===== src/design/assert_macros.svh =====
// Assertion macros used by the codeword packer top level.
`ifndef ASSERT_MACROS_SVH
`define ASSERT_MACROS_SVH
`ifndef SYNTHESIS
`define ASSERT_ALWAYS(lbl, clk, rst, expr) \
   lbl: assert property (@(posedge clk) disable iff (rst) (expr)) \
      else $error("assertion failed");
`define ASSERT_NEXT(lbl, clk, rst, ante, cons) \
   lbl: assert property (@(posedge clk) disable iff (rst) (ante) |=> (cons)) \
      else $error("assertion failed");
`else
`define ASSERT_ALWAYS(lbl, clk, rst, expr)
`define ASSERT_NEXT(lbl, clk, rst, ante, cons)
`endif
`endif


===== src/design/ccsp_pkg.sv =====
// Types and constants shared by the codeword packer modules.
package ccsp_pkg;

   localparam int REM_LEN_W  = 5;
   localparam int GEN_BITS_W = 9;

   typedef enum logic [1:0] {
      CSR_DATAWORD_MODE,
      CSR_GENERATOR_BITS,
      CSR_GENERATOR_LENGTH,
      CSR_MESSAGE_BYTES
   } csr_index_type;

   typedef struct packed {
      logic                  mode;
      logic [GEN_BITS_W-1:0] gen_bits;
      logic [REM_LEN_W-1:0]  rem_len;
      logic [15:0]           msg_bytes;
   } cfg_type;

endpackage


===== src/design/ccsp_crc.sv =====
// CRC remainder of one dataword for a configurable generator, one bit a step.
module ccsp_crc #(
   parameter int RW = 8
) (
   input  logic [7:0]                    dataword,
   input  logic                          wide,
   input  logic [ccsp_pkg::REM_LEN_W-1:0]  rem_len,
   input  logic [ccsp_pkg::GEN_BITS_W-1:0] gen_bits,
   output logic [RW-1:0]                 crc
);
   import ccsp_pkg::*;

   logic [RW-1:0]            mask;
   logic [RW-1:0]            top_mask;
   logic [RW+GEN_BITS_W-1:0] gen_wide;
   logic [RW-1:0]            poly;

   always_comb begin
      for (int j = 0; j < RW; j++) begin
         mask[j]     = REM_LEN_W'(j) < rem_len;
         top_mask[j] = REM_LEN_W'(j + 1) == rem_len;
      end
      gen_wide = {{RW{1'b0}}, gen_bits};
      poly     = gen_wide[RW-1:0] & mask;
   end

   always_comb begin
      logic [RW-1:0] rem;
      logic          fb;
      rem = '0;
      fb  = 1'b0;
      for (int i = 0; i < 8; i++) begin
         if (wide || i >= 4) begin
            fb  = dataword[7-i] ^ (|(rem & top_mask));
            rem = ((rem << 1) & mask) ^ (fb ? poly : {RW{1'b0}});
         end
      end
      crc = rem;
   end

endmodule


===== src/design/ccsp_packer.sv =====
// Codeword assembly and bit packing of one request into a group of output bytes.
module ccsp_packer #(
   parameter int RW = 8,
   parameter int NB = 6
) (
   input  logic                       clock,
   input  logic                       reset,
   input  ccsp_pkg::cfg_type          cfg,
   input  logic [7:0]                 data_byte,
   input  logic                       advance,
   output logic [NB-1:0][7:0]         group_bytes,
   output logic [$clog2(NB+1)-1:0]    group_count,
   output logic                       group_last
);
   import ccsp_pkg::*;

   localparam int CWW  = 8 + RW;
   localparam int SW   = 23 + 2 * RW;
   localparam int NBS  = (SW + 7) / 8;
   localparam int AW   = 8 * NBS;
   localparam int LW   = $clog2(AW + 1);
   localparam int CNTW = $clog2(NB + 1);

   logic [6:0]  leftover_ff, leftover_in;
   logic [2:0]  left_cnt_ff, left_cnt_in;
   logic [15:0] seen_ff, seen_in;

   logic [7:0]          dw_hi;
   logic [7:0]          dw_lo;
   logic [RW-1:0]       crc_hi;
   logic [RW-1:0]       crc_lo;
   logic [CWW-1:0]      cw0;
   logic [CWW-1:0]      cw1;
   logic [5:0]          words_r;
   logic [5:0]          prod;
   logic [3:0]          pad;
   logic                first;
   logic [3:0]          pad_len;
   logic [4:0]          cw_len;
   logic [SW-1:0]       acc;
   logic [LW-1:0]       len;
   logic [AW-1:0]       aligned;
   logic [15:0]         seen_next;
   logic                msg_end;
   logic                tail;
   logic [NBS-1:0][7:0] stream_bytes;

   assign dw_hi = cfg.mode ? data_byte : {4'b0, data_byte[7:4]};
   assign dw_lo = {4'b0, data_byte[3:0]};

   ccsp_crc #(.RW(RW)) u_crc_hi (
      .dataword (dw_hi),
      .wide     (cfg.mode),
      .rem_len  (cfg.rem_len),
      .gen_bits (cfg.gen_bits),
      .crc      (crc_hi)
   );

   ccsp_crc #(.RW(RW)) u_crc_lo (
      .dataword (dw_lo),
      .wide     (1'b0),
      .rem_len  (cfg.rem_len),
      .gen_bits (cfg.gen_bits),
      .crc      (crc_lo)
   );

   always_comb begin
      words_r = cfg.mode ? {1'b0, cfg.rem_len} : {cfg.rem_len, 1'b0};
      prod    = 6'(cfg.msg_bytes[2:0]) * 6'(words_r[2:0]);
      pad     = 4'd8 - {1'b0, prod[2:0]};
      first   = seen_ff == 16'd0;
      pad_len = first ? pad : 4'd0;
      cw_len  = (cfg.mode ? 5'd8 : 5'd4) + cfg.rem_len;
      cw0     = (CWW'(dw_hi) << cfg.rem_len) | CWW'(crc_hi);
      cw1     = (CWW'(dw_lo) << cfg.rem_len) | CWW'(crc_lo);

      acc = SW'(leftover_ff);
      acc = acc << pad_len;
      acc = (acc << cw_len) | SW'(cw0);
      if (!cfg.mode) begin
         acc = (acc << cw_len) | SW'(cw1);
      end

      len = LW'(left_cnt_ff) + LW'(pad_len)
          + (cfg.mode ? LW'(cw_len) : (LW'(cw_len) << 1));
      aligned = AW'(acc) << (LW'(AW) - len);

      seen_next = seen_ff + 16'd1;
      msg_end   = seen_next == cfg.msg_bytes;
      tail      = msg_end && (len[2:0] != 3'd0);

      for (int k = 0; k < NBS; k++) begin
         stream_bytes[k] = aligned[AW-1-8*k -: 8];
      end

      group_bytes = '0;
      if (first) begin
         group_bytes[0] = 8'(pad);
         for (int k = 0; k < NBS; k++) begin
            group_bytes[k+1] = stream_bytes[k];
         end
      end else begin
         for (int k = 0; k < NBS; k++) begin
            group_bytes[k] = stream_bytes[k];
         end
      end
      group_count = CNTW'(len[LW-1:3]) + CNTW'(tail) + CNTW'(first);
      group_last  = msg_end;

      if (msg_end) begin
         leftover_in = 7'd0;
         left_cnt_in = 3'd0;
         seen_in     = 16'd0;
      end else begin
         leftover_in = acc[6:0] & 7'((8'd1 << len[2:0]) - 8'd1);
         left_cnt_in = len[2:0];
         seen_in     = seen_next;
      end
   end

   always_ff @(posedge clock) begin
      if (reset) begin
         leftover_ff <= '0;
         left_cnt_ff <= '0;
         seen_ff     <= '0;
      end else if (advance) begin
         leftover_ff <= leftover_in;
         left_cnt_ff <= left_cnt_in;
         seen_ff     <= seen_in;
      end
   end

endmodule


===== src/design/crc_codeword_stream_packer.sv =====
// Top level: each request is a message byte; it is split into 4- or 8-bit datawords, each
// followed by its CRC remainder, and the bits are packed into response bytes, with a header
// byte holding the pad count and that many zero bits at the start of every message. Each
// request yields between one and five response bytes for MAX_GEN_BITS = 9 (header, padding,
// one or two codewords and a final partial byte at the end of a message); the output buffer
// hands out one byte a cycle while rsp_stall is low. The input register takes the next
// request while the buffer drains, and the whole computation for a request is one pass of
// logic between the two.
`include "assert_macros.svh"

module crc_codeword_stream_packer #(
   parameter int MAX_GEN_BITS = 9
) (
   input  logic                    clock,
   input  logic                    reset,
   input  logic                    req_valid,
   output logic                    req_stall,
   input  logic [7:0]              req_data_byte,
   output logic                    rsp_valid,
   input  logic                    rsp_stall,
   output logic [7:0]              rsp_out_byte,
   output logic                    rsp_last_byte,
   input  logic                    csr_valid,
   output logic                    csr_ready,
   input  ccsp_pkg::csr_index_type csr_index,
   input  logic [15:0]             csr_data
);
   import ccsp_pkg::*;

   localparam int RW   = MAX_GEN_BITS - 1;
   localparam int SW   = 23 + 2 * RW;
   localparam int NB   = (SW + 7) / 8 + 1;
   localparam int IW   = $clog2(NB);
   localparam int CNTW = $clog2(NB + 1);
   localparam logic [REM_LEN_W-1:0] MaxLen = REM_LEN_W'(MAX_GEN_BITS);

   logic                  mode_ff, mode_in;
   logic [GEN_BITS_W-1:0] gen_bits_ff, gen_bits_in;
   logic [3:0]            gen_len_ff, gen_len_in;
   logic [15:0]           msg_bytes_ff, msg_bytes_in;

   logic                  in_full_ff, in_full_in;
   logic [7:0]            in_byte_ff, in_byte_in;

   logic                  out_full_ff, out_full_in;
   logic [NB-1:0][7:0]    out_bytes_ff, out_bytes_in;
   logic [CNTW-1:0]       cnt_ff, cnt_in;
   logic [IW-1:0]         idx_ff, idx_in;
   logic                  last_ff, last_in;

   logic [REM_LEN_W-1:0]  len_ext;
   logic [REM_LEN_W-1:0]  len_clamp;
   cfg_type               cfg;
   logic                  advance;
   logic                  take;
   logic                  final_take;
   logic                  req_take;
   logic [NB-1:0][7:0]    group_bytes;
   logic [CNTW-1:0]       group_count;
   logic                  group_last;

   assign csr_ready = 1'b1;

   always_comb begin
      mode_in      = mode_ff;
      gen_bits_in  = gen_bits_ff;
      gen_len_in   = gen_len_ff;
      msg_bytes_in = msg_bytes_ff;
      if (csr_valid) begin
         case (csr_index)
            CSR_DATAWORD_MODE:    mode_in      = csr_data[0];
            CSR_GENERATOR_BITS:   gen_bits_in  = csr_data[GEN_BITS_W-1:0];
            CSR_GENERATOR_LENGTH: gen_len_in   = csr_data[3:0];
            CSR_MESSAGE_BYTES:    msg_bytes_in = csr_data;
            default: ;
         endcase
      end
   end

   always_comb begin
      len_ext = REM_LEN_W'(gen_len_ff);
      if (len_ext < REM_LEN_W'(2)) begin
         len_clamp = REM_LEN_W'(2);
      end else if (len_ext > MaxLen) begin
         len_clamp = MaxLen;
      end else begin
         len_clamp = len_ext;
      end
      cfg.mode      = mode_ff;
      cfg.gen_bits  = gen_bits_ff;
      cfg.rem_len   = len_clamp - REM_LEN_W'(1);
      cfg.msg_bytes = msg_bytes_ff;
   end

   ccsp_packer #(.RW(RW), .NB(NB)) u_packer (
      .clock       (clock),
      .reset       (reset),
      .cfg         (cfg),
      .data_byte   (in_byte_ff),
      .advance     (advance),
      .group_bytes (group_bytes),
      .group_count (group_count),
      .group_last  (group_last)
   );

   always_comb begin
      rsp_valid     = out_full_ff;
      rsp_out_byte  = out_bytes_ff[idx_ff];
      take          = out_full_ff && !rsp_stall;
      final_take    = take && (CNTW'(idx_ff) + CNTW'(1) == cnt_ff);
      rsp_last_byte = last_ff && (CNTW'(idx_ff) + CNTW'(1) == cnt_ff);
      advance       = in_full_ff && (!out_full_ff || final_take);
      req_stall     = in_full_ff && !advance;
      req_take      = req_valid && !req_stall;

      in_full_in = req_take || (in_full_ff && !advance);
      in_byte_in = req_take ? req_data_byte : in_byte_ff;

      out_full_in  = out_full_ff;
      out_bytes_in = out_bytes_ff;
      cnt_in       = cnt_ff;
      idx_in       = idx_ff;
      last_in      = last_ff;
      if (advance) begin
         out_full_in  = 1'b1;
         out_bytes_in = group_bytes;
         cnt_in       = group_count;
         idx_in       = '0;
         last_in      = group_last;
      end else if (final_take) begin
         out_full_in = 1'b0;
      end else if (take) begin
         idx_in = idx_ff + IW'(1);
      end
   end

   always_ff @(posedge clock) begin
      if (reset) begin
         mode_ff      <= 1'b1;
         gen_bits_ff  <= GEN_BITS_W'(263);
         gen_len_ff   <= 4'd9;
         msg_bytes_ff <= 16'd1;
         in_full_ff   <= 1'b0;
         out_full_ff  <= 1'b0;
         cnt_ff       <= '0;
         idx_ff       <= '0;
         last_ff      <= 1'b0;
      end else begin
         mode_ff      <= mode_in;
         gen_bits_ff  <= gen_bits_in;
         gen_len_ff   <= gen_len_in;
         msg_bytes_ff <= msg_bytes_in;
         in_full_ff   <= in_full_in;
         out_full_ff  <= out_full_in;
         cnt_ff       <= cnt_in;
         idx_ff       <= idx_in;
         last_ff      <= last_in;
      end
   end

   always_ff @(posedge clock) begin
      in_byte_ff   <= in_byte_in;
      out_bytes_ff <= out_bytes_in;
   end

   `ASSERT_ALWAYS(a_index_in_group, clock, reset, !out_full_ff || (cnt_ff != '0 && CNTW'(idx_ff) < cnt_ff))
   `ASSERT_NEXT(a_load_starts_group, clock, reset, advance, out_full_ff && idx_ff == '0)
   `ASSERT_NEXT(a_index_steps, clock, reset, take && !final_take, idx_ff == $past(idx_ff) + IW'(1))
   `ASSERT_NEXT(a_drain_empties, clock, reset, final_take && !advance, !out_full_ff)
   `ASSERT_ALWAYS(a_stall_only_when_busy, clock, reset, !req_stall || (in_full_ff && out_full_ff))

endmodule

===== config.mk =====
export PLATFORM = sky130hd
export DESIGN_NAME = crc_codeword_stream_packer
export DESIGN_NICKNAME = d
export VERILOG_FILES = /design/src/design/ccsp_pkg.sv /design/src/design/ccsp_crc.sv /design/src/design/ccsp_packer.sv /design/src/design/crc_codeword_stream_packer.sv
export VERILOG_INCLUDE_DIRS = /design/src /design/src/design
export SDC_FILE = /design/constraint.sdc
export NUM_CORES = 1
export LEC_CHECK = 0
export BUFFER_PORTS_ARGS = -buffer_cell sky130_fd_sc_hd__buf_2
export CAP_MARGIN = 20
export CORE_MARGIN = 5
export CORE_UTILIZATION = 30
export CTS_BUF_LIST = sky130_fd_sc_hd__clkbuf_4 sky130_fd_sc_hd__clkbuf_8 sky130_fd_sc_hd__clkbuf_16
export DETAILED_ROUTE_END_ITERATION = 8
export HOLD_SLACK_MARGIN = 0.05
export PLACE_DENSITY_LB_ADDON = 0.1
export SLEW_MARGIN = 15
export SYNTH_ARGS = -nofsm -noshare
export SYNTH_HDL_FRONTEND = slang
export SYNTH_SLANG_ARGS = --single-unit

===== constraint.sdc =====
create_clock -name clock -period 12.5 [get_ports clock]
set_input_delay 3.75 -clock clock [delete_from_list [all_inputs] [get_ports clock]]
set_output_delay 3.75 -clock clock [all_outputs]
set_load 0.02 [all_outputs]

# == Word-level counts from Yosys, hierarchy flattened ==
# Cells that the tools add are included.
# word_totals
regBits,120
in_bits,31
word_cells,175
# classes
add_sub_neg,11
multipliers,1
n_lt_le_gt_ge,11
eq_ne,13
shift,7
muxes,32
bitwise,47
reduce_logical,33
# ops
operator,count
$and A8 B8 Y8,21
$mux W8,18
$reduce_or A8 Y1,10
$xor A8 B8 Y8,10
$or A39 B16 Y39,2
$shl A39 B5 Y39,2
$mux W40,1
$shl A39 B6 Y40,1
$mux W39,1
$shl A7 B4 Y39,1
$or A16 B8 Y16,2
$bmux W8 S3,1
$eq A3 B5 Y1 const A,4
$lt A3 B5 Y1 const A,4
$add A16 B1 Y16 const B,1
$eq A16 B16 Y1,1
$logic_not A16 Y1,1
$mux W16,1
$mux W4,4
$shl A4 B5 Y16,1
$shl A8 B5 Y16,1
$eq A2 B5 Y1 const A,2
$lt A1 B5 Y1 const A,2
$lt A2 B5 Y1 const A,2
34 further kinds,61

# == Logic depth before layout (Yosys ltp) ==
# Gate-level depths: netlist (run 1).
# depth
depth_word,53
mapped_depth,57
depth_no_buf,41

# == Hierarchy ==
# A second synthesis (run 1) with hierarchy kept.
# unflattened
cells_unflattened,3851
area_unflattened_um2,26416.6
# modules_own_cells
mod,n_inst,cells_per_inst,area_each_um2,seq_area_each_um2
ccsp_packer,1,2247,14142.3,520.5
ccsp_crc,2,660,4290.4,0.0
crc_codeword_stream_packer,1,284,3693.5,2462.4

# == Worst setup path after synthesis (run 1) ==
# OpenSTA, ideal clock, no wires.
# synth_path
path_type,register to register
startpoint,register gen_len_ff[1]
endpoint,"register out_bytes_ff[11] (netlist bit), data pin"
t_arrival_ns,13.310
required_ns,12.234
slack_ns,-1.076
stages_incl_launch_ff,54
n_path_buf,13
synth_period_minus_slack_ns,13.576
path_cell_list,dfxtp_1 -> buf_6 -> o31ai_2 -> buf_2 -> nand2_1 -> inv_1 -> clkbuf_1 -> buf_1 -> clkbuf_1 -> buf_1 -> clkbuf_1 -> ha_1 -> buf_4 -> buf_4 -> nor4bb_1 -> o211ai_2 -> o211ai_2 -> o41a_1 -> [... 18 more ...] -> xor2_1 -> a211o_1 -> mux2_2 -> or2_1 -> clkbuf_1 -> nor2_2 -> mux4_2 -> a21oi_1 -> nor3_1 -> a2111o_1 -> or2_1 -> mux4_2 -> a221o_1 -> o21a_1 -> mux4_2 -> or3_1 -> a32o_1 -> o2bb2ai_1
# synth_lines
item,line_no,source
start: declaration,crc_codeword_stream_packer.sv:39,"logic [3:0] gen_len_ff, gen_len_in;"
start signal: assignment,crc_codeword_stream_packer.sv:151,gen_len_ff <= gen_len_in;
end signal: assignment,crc_codeword_stream_packer.sv:163,out_bytes_ff <= out_bytes_in;
end: declaration,crc_codeword_stream_packer.sv:46,"logic [NB-1:0][7:0] out_bytes_ff, out_bytes_in;"

==> flow_summary_export.csv, run 1 <==
group,metric,value,unit
power_and_ir_drop,leakage,8.99,nW
cells_and_area,instances_no_fill,3731,
flow_run,cap_violations,0,
synthesis,synth-xor-area-share,4.31,%
cells_and_area,syn_to_final_growth,21.5,%
drt,routedWlPerCell,26.0,um
power_and_ir_drop,power_density,225,nW/um^2
synthesis,synthDistinctLibCells,114,
sta,finClkSkew,0.0233,ns
sta,finalSetupViolCount,0,
synthesis,synth_top_area_cell,"edfxtp_1",
sta,layout_min_cycle_time,12.18,ns
status,status,"finished clean",
sta,clock.fmax,82.1,MHz
synthesis,syn_inst,2723,
critical_path,cpMostUsedCell,"buf_4",
synthesis,postSynthRegisterBits,120,
synthesis,ys_seq_area_share,15.5,%
synthesis,synth_compound_area_share,32.6,%
critical_path,rr_worst_depth,47,
place,placed_area,21700,sq um
place,dp.cells,3665,
critical_path,crit_path_start_kind,"register",
cts,clk_latency,0.47,ns
sta,holdWs,0.465,ns
sta,relSlewSlack,23.3,%
floorplan,die_h,262,um
place,place_hpwl,73600,um
cts,clkSinkCount,120,
drt,wl,97000,um
synthesis,synthArstFlopShare,0,%
place,place.gp.congestion,0.976,
synthesis,synth_mux_area_share,11.7,%
cells_and_area,nets,2933,
global_route,grt.total_usage,26.4,%
sta,worst_pin_slew,1.14,ns
cts,clkSlewWorstSetupHoldPaths,0.07,ns
synthesis,synth_top_family_by_area,"compound AO/OA/AOI/OAI gates",
drt,vias_per_cell,6.24,
cts,numCtsBuffers,17,
critical_path,required,12.67,ns
place,port_buffers,41,
synthesis,synth_top_area_share,8.81,%
global_route,grt_pass1_wl,143000,um
synthesis,yosys.area_share.simple,27.8,%
synthesis,ys.warnings.count,0,
cts,cts_tree,"yes",
cts,cts_hold_buf,0,
drt,drcViolationCount,0,
global_route,antenna_found_initial,0,
global_route,grt_max_degree,72,
cells_and_area,layout_commonest_cell,"nand2_1",
critical_path,crit_type,"register to register",
critical_path,slowest_delay,0.57,ns
cells_and_area,stdcell_area,23200,sq um
cts,clock_path_buffers,2,
cts,htree_levels,4,
cells_and_area,drive_above_1_share,21.5,%
critical_path,endpoint_kind,"register",
synthesis,syn_area,19100,sq um
synthesis,synth_area_per_cell,7.01,sq um
synthesis,synth_enable_flop_cells,56,
global_route,grt_pass1_vias,21622,
global_route,grt.overflow.total,0,
floorplan,core,63100,sq um
floorplan,initial_core_util,30.3,%
floorplan,die_width,262,um
sta,drv_slew,0,
critical_path,critical_path_arrival,12.35,ns
drt,num_vias,23294,
floorplan,pin_count,43,
synthesis,ys_top_cells_by_area,"edfxtp_1 (8.8%), nand2_1 (7.7%), dfxtp_1 (6.7%)",
floorplan,rows,92,
synthesis,synth_top_flop_cell,"dfxtp_1",
drt,drtAntennaViolNets,0,
cells_and_area,final_cell_mix,"nand2_1 (393), nor2_1 (310), buf_4 (299), a21oi_1 (170), o21ai_0 (159)",
hold_path,hold-path-cell-count,2,
floorplan,die-area,68800,sq um
critical_path,crit_slowest_cell,"mux4_2",
hold_path,hold_class,"register to register",
synthesis,synth-adder-area-share,2.12,%
synthesis,syn_nets,2784,
sta,min_period_over_period,97.5,%
cells_and_area,n_antenna_cell,0,
drt,drtPass1Iterations,6,
power_and_ir_drop,irDropWorstVdd,0.220,mV
critical_path,cp_max_fo,10,
sta,setup-tns-final,0,ns
sta,hold_violations,0,
drt,drt_iter0_drc,2891,
cts,root_buffer,"clkbuf_16",
==> per-layer routing <==
metal  part of all wire, %  wire [um]  global-route usage [%]
met3                   8.6       8390                    5.02
met2                    45      43400                    41.4
met4                   3.1       3030                    7.22
met1                    44      42200                    37.2
met5                     0          0                       0
==> cell usage after synthesis, types with 11 or more instances <==
library cell / count
and2_1: 35
clkbuf_1: 174
buf_1: 25
o21ai_1: 21
a211oi_1: 38
mux4_2: 34
or3_1: 15
buf_2: 11
a311oi_1: 13
mux2i_1: 117
or2_2: 12
a221oi_1: 20
o21a_1: 19
o221ai_1: 15
inv_1: 52
o22a_1: 11
nand4_1: 18
a22oi_1: 37
mux2_2: 27
nand2b_1: 26
nor2_1: 311
o32ai_1: 13
a211o_1: 22
dfxtp_1: 64
nand3_1: 108
o21ai_0: 166
ha_1: 26
nand2_1: 394
and3_1: 46
nor3b_1: 11
nor3_1: 66
a221o_1: 11
xor2_1: 34
o31ai_1: 25
o22ai_1: 36
nor4_1: 17
a21oi_1: 174
a32oi_1: 12
xnor2_1: 58
a21o_1: 17
edfxtp_1: 56
o211ai_1: 30
a31oi_1: 45
==> where the power goes <==
part           leakage [nW]  switching (W)  internal [W]
combinational          7.65        0.00261       0.00153
clock                 0.297       0.000227      0.000285
sequential             1.05      0.0000271      0.000532
total                  8.99        0.00287       0.00235
==> stage by stage <==
step	total power, W	setup slack, ns	util [%]
2_1_floorplan	0.00294	0.00536	-
3_5_place_dp	0.00444	0.0620	34.4
3_3_place_gp	0.00446	0.109	34.4
5_1_grt	0.00551	-0.106	36.8
6_report	0.00522	0.319	36.8
4_1_cts	0.00498	0.00531	35.4
==> critical path, delay by kind of cell (launching register included) <==
| family | cells | cell delay (ns) |
|---|---|---|
| buffers and inverters | 9 | 1.22 |
| DFF | 1 | 0.39 |
| and+or+nand+nor | 14 | 3.80 |
| muxes | 4 | 1.62 |
| AOI/OAI and AO/OA | 19 | 4.65 |
| adders and majority gates | 1 | 0.19 |
==> worst paths after layout <==
kind	from	to	slack, ns
worst max register to register	gen_len_ff[1]$_SDFFE_PP0P_	out_bytes_ff[0]$_DFFE_PP_	0.32
worst min register to register	in_full_ff$_SDFF_PP0_	rsp_valid$_SDFFE_PP0P_	0.47
worst min-delay path	in_full_ff$_SDFF_PP0_	rsp_valid$_SDFFE_PP0P_	0.47
worst max-delay path	gen_len_ff[1]$_SDFFE_PP0P_	out_bytes_ff[0]$_DFFE_PP_	0.32
==> cell families after synthesis <==
kind of cell	count (synthesis)
xor+xnor	93
other cells	1
buf+inv	282
compound gates	884
fa+ha+maj	30
mux	178
simple gates	1135
flops	120
==> flip-flops by register name, indices dropped and copies added (netlist names), 3 cells and up <==
name / flops
out_bytes_ff: 48
cnt_ff: 3
idx_ff: 3
u_packer.left_cnt_ff: 3
u_packer.leftover_ff: 7
gen_len_ff: 4
in_byte_ff: 8
u_packer.seen_ff: 16
gen_bits_ff: 8
msg_bytes_ff: 16
==> cell type report <==
| class | instances | area [sq um] |
|---|---|---|
| Inverter | 62 | 233 |
| Fill cell | 6795 | 39900 |
| Clock buffer | 17 | 425 |
| Sequential cell | 120 | 2980 |
| Clock inverter | 15 | 175 |
| Timing Repair Buffer | 349 | 2590 |
| Multi-Input combinational cell | 2322 | 15700 |
| Tap cell | 846 | 1060 |
==> what timing repair did <==
item	CTS	global route
gates cloned	0	4
pin swaps	0	36
endpoints found under the setup margin	2	45
resized for setup	1	111
setup buffers	0	29
No activity file was read; power rests on OpenSTA's default activity.
==> inputs of run 2 (changes only) <==
clock period = 15.45 ns   (was 12.5 ns; I/O delays follow)
==> run 2 against run 1 <==
Against the previous run: worst hold slack gained 0.0052 ns; non-clock buffer count shrank 240; largest power group unchanged; sequential share of layout area grew 1.5 points; cell count shrank 6.5%; routed wire length shrank 5.1%; clock power shrank 20%; global-route usage shrank 1.1 points; critical endpoint is now out_bytes_ff[1]$_DFFE_PP_; clock skew shrank 0.012 ns; highest routed layer unchanged; via count shrank 5.2%; power shrank 28%; register-to-register slack gained 0.37 ns; critical path depth shrank 4.
==> flow_summary_export.csv, run 2 (synthesized netlist as in run 1, its figures left out) <==
group,metric,value,unit
cts,clk_latency,0.43,ns
sta,worst_pin_slew,1.15,ns
critical_path,crit_path_start_kind,"register",
floorplan,die_width,262,um
sta,rsz0062_at_grt,"false",
sta,clock.fmax,67.7,MHz
power_and_ir_drop,irDropWorstVdd,0.175,mV
hold_path,min-delay-start,"msg_bytes_ff[8]$_SDFFE_PP0P_",
critical_path,r2r_slack,0.69,ns
floorplan,die_h,262,um
hold_path,hold_path_end,"msg_bytes_ff[8]$_SDFFE_PP0P_",
global_route,antenna_found_initial,0,
cells_and_area,regMostFlops,"out_bytes_ff",
floorplan,rows,92,
sta,setup-tns-final,0,ns
flow_run,cap_violations,0,
drt,drcViolationCount,0,
cells_and_area,fillCellCount,6982,
global_route,grt_pass1_wl,138000,um
drt,wl,92100,um
drt,vias_per_cell,6.33,
sta,layout_min_cycle_time,14.76,ns
drt,routedWlPerCell,26.4,um
cells_and_area,post-route-util,32.8,%
drt,drtAntennaViolNets,0,
drt,drt_iter0_drc,2599,
place,place.gp.congestion,1.01,
critical_path,crit_type,"register to register",
cells_and_area,multiInputGateArea,15100,sq um
critical_path,critical_path_arrival,14.91,ns
floorplan,core,63100,sq um
sta,drv_slew,0,
cells_and_area,drive_above_1_share,11.5,%
status,status,"finished clean",
cts,clkSlewWorstSetupHoldPaths,0.06,ns
cells_and_area,nets,2692,
critical_path,slowest_delay,0.81,ns
sta,finClkSkew,0.0112,ns
critical_path,reg2reg_to,"out_bytes_ff[1]$_DFFE_PP_",
global_route,grt_max_degree,56,
floorplan,initial_core_util,30.3,%
floorplan,pin_count,43,
sta,min_period_over_period,95.6,%
drt,drtPass1Iterations,6,
cells_and_area,syn_to_final_growth,8.40,%
hold_path,hold_class,"register to register",
cells_and_area,n_antenna_cell,0,
cells_and_area,final-seq-area,2970,sq um
cts,root_buffer,"clkbuf_16",
cells_and_area,reg_top3,"out_bytes_ff: 48 flops, msg_bytes_ff: 16 flops, u_packer.seen_ff: 16 flops",
place,place_hpwl,69300,um
critical_path,endpoint_kind,"register",
global_route,grt_pass1_vias,20949,
cells_and_area,final_cell_mix,"nand2_1 (393), nor2_1 (311), a21oi_1 (173), o21ai_0 (164), mux2i_1 (116)",
cells_and_area,layout_commonest_cell,"nand2_1",
floorplan,die-area,68800,sq um
place,port_buffers,41,
sta,relSlewSlack,22.6,%
cells_and_area,largest_reg_flops,48,
critical_path,rr_worst_depth,43,
hold_path,hold-path-cell-count,2,
power_and_ir_drop,power_density,181,nW/um^2
drt,num_vias,22093,
cts,clkSinkCount,120,
global_route,grt.overflow.total,0,
critical_path,crit_slowest_cell,"or4_1",
cts,numCtsBuffers,17,
cts,clock_path_buffers,2,
critical_path,reg2reg_from,"gen_len_ff[2]$_SDFFE_PP0P_",
sta,hold_violations,0,
critical_path,cp_max_fo,28,
global_route,grt.total_usage,25.3,%
cts,htree_levels,4,
cts,cts_tree,"yes",
critical_path,required,15.59,ns
power_and_ir_drop,leakage,7.73,nW
sta,finalSetupViolCount,0,
[run 2: cell count changes in the layout (fill, tap and decap cells not counted), sizes merged]
cell | before | now
clkbuf | 19 | 20
buf | 347 | 109
o2111a | 6 | 5
inv | 68 | 64
clkinvlp | 0 | 1
[run 2: where the power goes]
group	switching (W)	total (W)	leakage, nW	internal, W
clock	0.000161	0.000409	0.300	0.000247
sequential	0.0000266	0.000458	1.05	0.000431
combinational	0.00195	0.00287	6.38	0.000921
total	0.00214	0.00374	7.73	0.00160
[run 2: how the worst max path moves through the flow]
stage,from,end,slack (ns),cells past startpoint
floorplan,gen_len_ff[1]$_SDFFE_PP0P_,out_bytes_ff[11]$_DFFE_PP_,1.87,53
global placement,gen_len_ff[2]$_SDFFE_PP0P_,out_bytes_ff[1]$_DFFE_PP_,0.55,42
detailed placement,gen_len_ff[2]$_SDFFE_PP0P_,out_bytes_ff[1]$_DFFE_PP_,0.23,41
CTS,gen_len_ff[2]$_SDFFE_PP0P_,out_bytes_ff[1]$_DFFE_PP_,0.17,41
global route,gen_len_ff[2]$_SDFFE_PP0P_,out_bytes_ff[11]$_DFFE_PP_,0.02,43
finish,gen_len_ff[2]$_SDFFE_PP0P_,out_bytes_ff[1]$_DFFE_PP_,0.69,43
[run 2: per-stage QoR]
stage               hold slack (ns)  std cells  power (W)  setup WS, ns  instance area (sq um)
CTS                           0.474       3488    0.00367         0.170                  20600
detailed placement            0.465       3456    0.00325         0.228                  20000
global route                  0.499       3490    0.00396        0.0157                  20700
finish                        0.470       3490    0.00374         0.686                  20700
global placement              0.457       3456    0.00325         0.555                  20000
floorplan                     0.432       2723    0.00237          1.87                  19100
[run 2: critical path: cells and delay by family (launching register included)]
family                   cells  cell delay (ns)
AO/OA/AOI/OAI               20             6.09
adder cells (fa/ha/maj)      1             0.51
AND/OR/NAND/NOR             15             4.79
buffers and inverters        3             0.70
XOR/XNOR                     1             0.19
multiplexers                 3             1.59
flip-flops                   1             0.55
[run 2: cell type report]
cell class	instances	area share, %
clock inverters	12	0.629
flip-flops and latches	120	14.3
well taps	846	5.11
clock buffers	20	2.33
multi-input cells	2321	73.0
inverters	62	1.12
repair buffers	109	3.46
[run 2: what timing repair did]
action,4_1_cts,5_1_grt
endpoints found under the hold margin,0,0
setup endpoints to repair,0,40
gates resized for setup,0,9
hold buffers,0,0
setup buffers,0,2
[run 2: per-layer routing]
layer  part of all wire, %  vias up  global-route usage [%]
li1                      -    10067                       -
met1                    44    10741                    35.0
met2                    45     1073                    40.6
met3                   7.0      212                    2.78
met4                   4.2        0                    9.78
met5                     0        -                       0
==> inputs of run 3 (changes only) <==
CORE_ASPECT_RATIO = 1.5   (was not set)
CTS_CLUSTER_SIZE = 40   (was not set)
clock period = 14.6 ns   (was 15.45 ns; I/O delays follow)
==> run 3 against run 2 <==
Against the previous run: utilization is 0.25 points higher; first-iteration DRC count is 23% lower; clock skew is 0.0042 ns higher; via count is 1.3% higher; combinational power is 10% higher; count of clock-buffer cells in the layout is 1 lower; critical path type unchanged; critical endpoint unchanged; largest cell class unchanged.
==> flow_summary_export.csv, run 3 (synthesized netlist as in run 1, its figures left out) <==
group,metric,value,unit
cts,postCtsSetupBuffers,0,
power_and_ir_drop,p_seq_share,11.8,%
status,status,"finished clean",
sta,hold_violations,0,
floorplan,initial_core_util,30.2,%
power_and_ir_drop,p_int,0.00173,W
power_and_ir_drop,irDropWorstVdd,0.129,mV
sta,worst_pin_slew,1.06,ns
cells_and_area,n_antenna_cell,0,
critical_path,r2r_slack,0.73,ns
sta,min_period_over_period,95.0,%
floorplan,die_h,319,um
drt,drt_iter0_drc,2002,
global_route,grt_max_degree,59,
cts,clkSlewWorstSetupHoldPaths,0.06,ns
cells_and_area,layout_commonest_cell,"nand2_1",
critical_path,crit_slowest_cell,"a211oi_1",
hold_path,hold_class,"register to register",
cells_and_area,fillCellCount,6888,
critical_path,required,14.89,ns
sta,finClkSkew,0.0154,ns
power_and_ir_drop,total_power,0.00410,W
sta,layout_min_cycle_time,13.87,ns
drt,vias_per_cell,6.43,
global_route,grt_pass1_wl,147000,um
drt,drtPass1Iterations,6,
place,place_hpwl,78800,um
cts,clock_path_buffers,2,
drt,routedWlPerCell,29.0,um
floorplan,core,63200,sq um
sta,relSlewSlack,28.6,%
sta,drv_slew,0,
cts,cts_hold_buf,0,
critical_path,cpMostUsedCell,"buf_4",
power_and_ir_drop,swShare,57.7,%
power_and_ir_drop,p_switching,0.00237,W
cells_and_area,largest_reg_flops,48,
critical_path,rr_worst_depth,45,
cts,htree_levels,4,
power_and_ir_drop,power_density,196,nW/um^2
cts,clk_latency,0.45,ns
critical_path,reg2reg_to,"out_bytes_ff[1]$_DFFE_PP_",
cells_and_area,final-seq-area,2970,sq um
power_and_ir_drop,combPwrFrac,77.0,%
critical_path,reg2reg_from,"gen_len_ff[2]$_SDFFE_PP0P_",
global_route,grt.overflow.total,0,
flow_run,cap_violations,0,
global_route,grt.total_usage,27.9,%
cells_and_area,multiInputGateArea,15100,sq um
cells_and_area,syn_to_final_growth,9.42,%
drt,drcViolationCount,0,
sta,setup-tns-final,0,ns
place,port_buffers,41,
cts,numCtsBuffers,17,
cells_and_area,instances_no_fill,3479,
critical_path,slowest_delay,0.71,ns
cells_and_area,regMostFlops,"out_bytes_ff",
cts,root_buffer,"clkbuf_16",
sta,clock.fmax,72.1,MHz
drt,wl,101000,um
critical_path,crit_path_start_kind,"register",
critical_path,critical_path_arrival,14.16,ns
cells_and_area,drive_above_1_share,12.6,%
critical_path,crit_type,"register to register",
cts,cts-resized-gates,0,
global_route,grt_pass1_vias,21666,
floorplan,pin_count,43,
cells_and_area,stdcell_area,20900,sq um
cells_and_area,nets,2722,
sta,finalSetupViolCount,0,
critical_path,endpoint_kind,"register",
drt,num_vias,22383,
drt,drtAntennaViolNets,0,
sta,rsz0062_at_grt,"false",
global_route,antenna_found_initial,0,
floorplan,rows,113,
place,placed_area,20200,sq um
floorplan,die_width,216,um
floorplan,die-area,68900,sq um
cells_and_area,final_cell_mix,"nand2_1 (393), nor2_1 (311), a21oi_1 (173), o21ai_0 (165), mux2i_1 (116)",
critical_path,critPathCapture,"out_bytes_ff[1]$_DFFE_PP_",
cts,clkSinkCount,120,
cts,cts_tree,"yes",
power_and_ir_drop,p_clk_share,11.2,%
place,dp.cells,3447,
critical_path,cp_max_fo,12,
cells_and_area,reg_top3,"out_bytes_ff: 48 flops, msg_bytes_ff: 16 flops, u_packer.seen_ff: 16 flops",
sta,holdWs,0.464,ns
critical_path,cp-startpoint,"gen_len_ff[2]$_SDFFE_PP0P_",
power_and_ir_drop,leakage,7.88,nW
place,place.gp.congestion,1.03,
run 3: cell type report:
cell class / count / area share [%]
clock buffers: 19 / 2.19
clock inverters: 13 / 0.844
inverters: 62 / 1.11
multi-input cells: 2321 / 72.3
flip-flops and latches: 120 / 14.2
well taps: 805 / 4.82
repair buffers: 139 / 4.49
run 3: how the worst min path moves through the flow:
stage / startpoint / end / slack [ns] / cells past startpoint
floorplan: u_packer.left_cnt_ff[0]$_SDFFE_PP0P_ / u_packer.left_cnt_ff[0]$_SDFFE_PP0P_ / 0.43 / 2
global placement: u_packer.left_cnt_ff[0]$_SDFFE_PP0P_ / u_packer.left_cnt_ff[0]$_SDFFE_PP0P_ / 0.45 / 2
detailed placement: u_packer.left_cnt_ff[0]$_SDFFE_PP0P_ / u_packer.left_cnt_ff[0]$_SDFFE_PP0P_ / 0.45 / 2
CTS: u_packer.left_cnt_ff[0]$_SDFFE_PP0P_ / u_packer.left_cnt_ff[0]$_SDFFE_PP0P_ / 0.47 / 2
global route: u_packer.left_cnt_ff[0]$_SDFFE_PP0P_ / u_packer.left_cnt_ff[0]$_SDFFE_PP0P_ / 0.49 / 2
finish: u_packer.left_cnt_ff[0]$_SDFFE_PP0P_ / u_packer.left_cnt_ff[0]$_SDFFE_PP0P_ / 0.46 / 2
run 3: per-layer routing:
| layer | part of all wire (%) | vias to the layer above | global-route usage [%] |
|---|---|---|---|
| met1 | 35 | 10807 | 29.2 |
| li1 | - | 10133 | - |
| met4 | 11 | 0 | 24.7 |
| met5 | 0 | - | 0 |
| met2 | 50 | 1045 | 49.5 |
| met3 | 4.6 | 398 | 2.77 |
run 3: power by group through the flow:
stage                     combinational (W)  clock, W  sequential (W)
after global routing                0.00332  0.000482        0.000488
after global placement              0.00306         0        0.000489
after floorplan                     0.00203         0        0.000476
final                               0.00316  0.000459        0.000483
after detailed placement            0.00305         0        0.000491
after CTS                           0.00306  0.000471        0.000484
run 3: worst max-delay path: cells and delay by family, from the launching register on:
kind	cells	cell delay, ns
muxes	3	1.53
buffers and inverters	5	0.85
AOI/OAI and AO/OA	20	5.57
DFF	1	0.57
adders and majority gates	1	0.35
xor gates and xnor gates	1	0.19
and+or+nand+nor	15	4.67
run 3: stage by stage:
| stage | util [%] | worst slack (ns) |
|---|---|---|
| floorplan | - | 1.02 |
| global placement | 32.0 | 0.717 |
| detailed placement | 32.0 | 0.639 |
| CTS | 33.0 | 0.558 |
| global route | 33.1 | 0.0103 |
| finish | 33.1 | 0.733 |
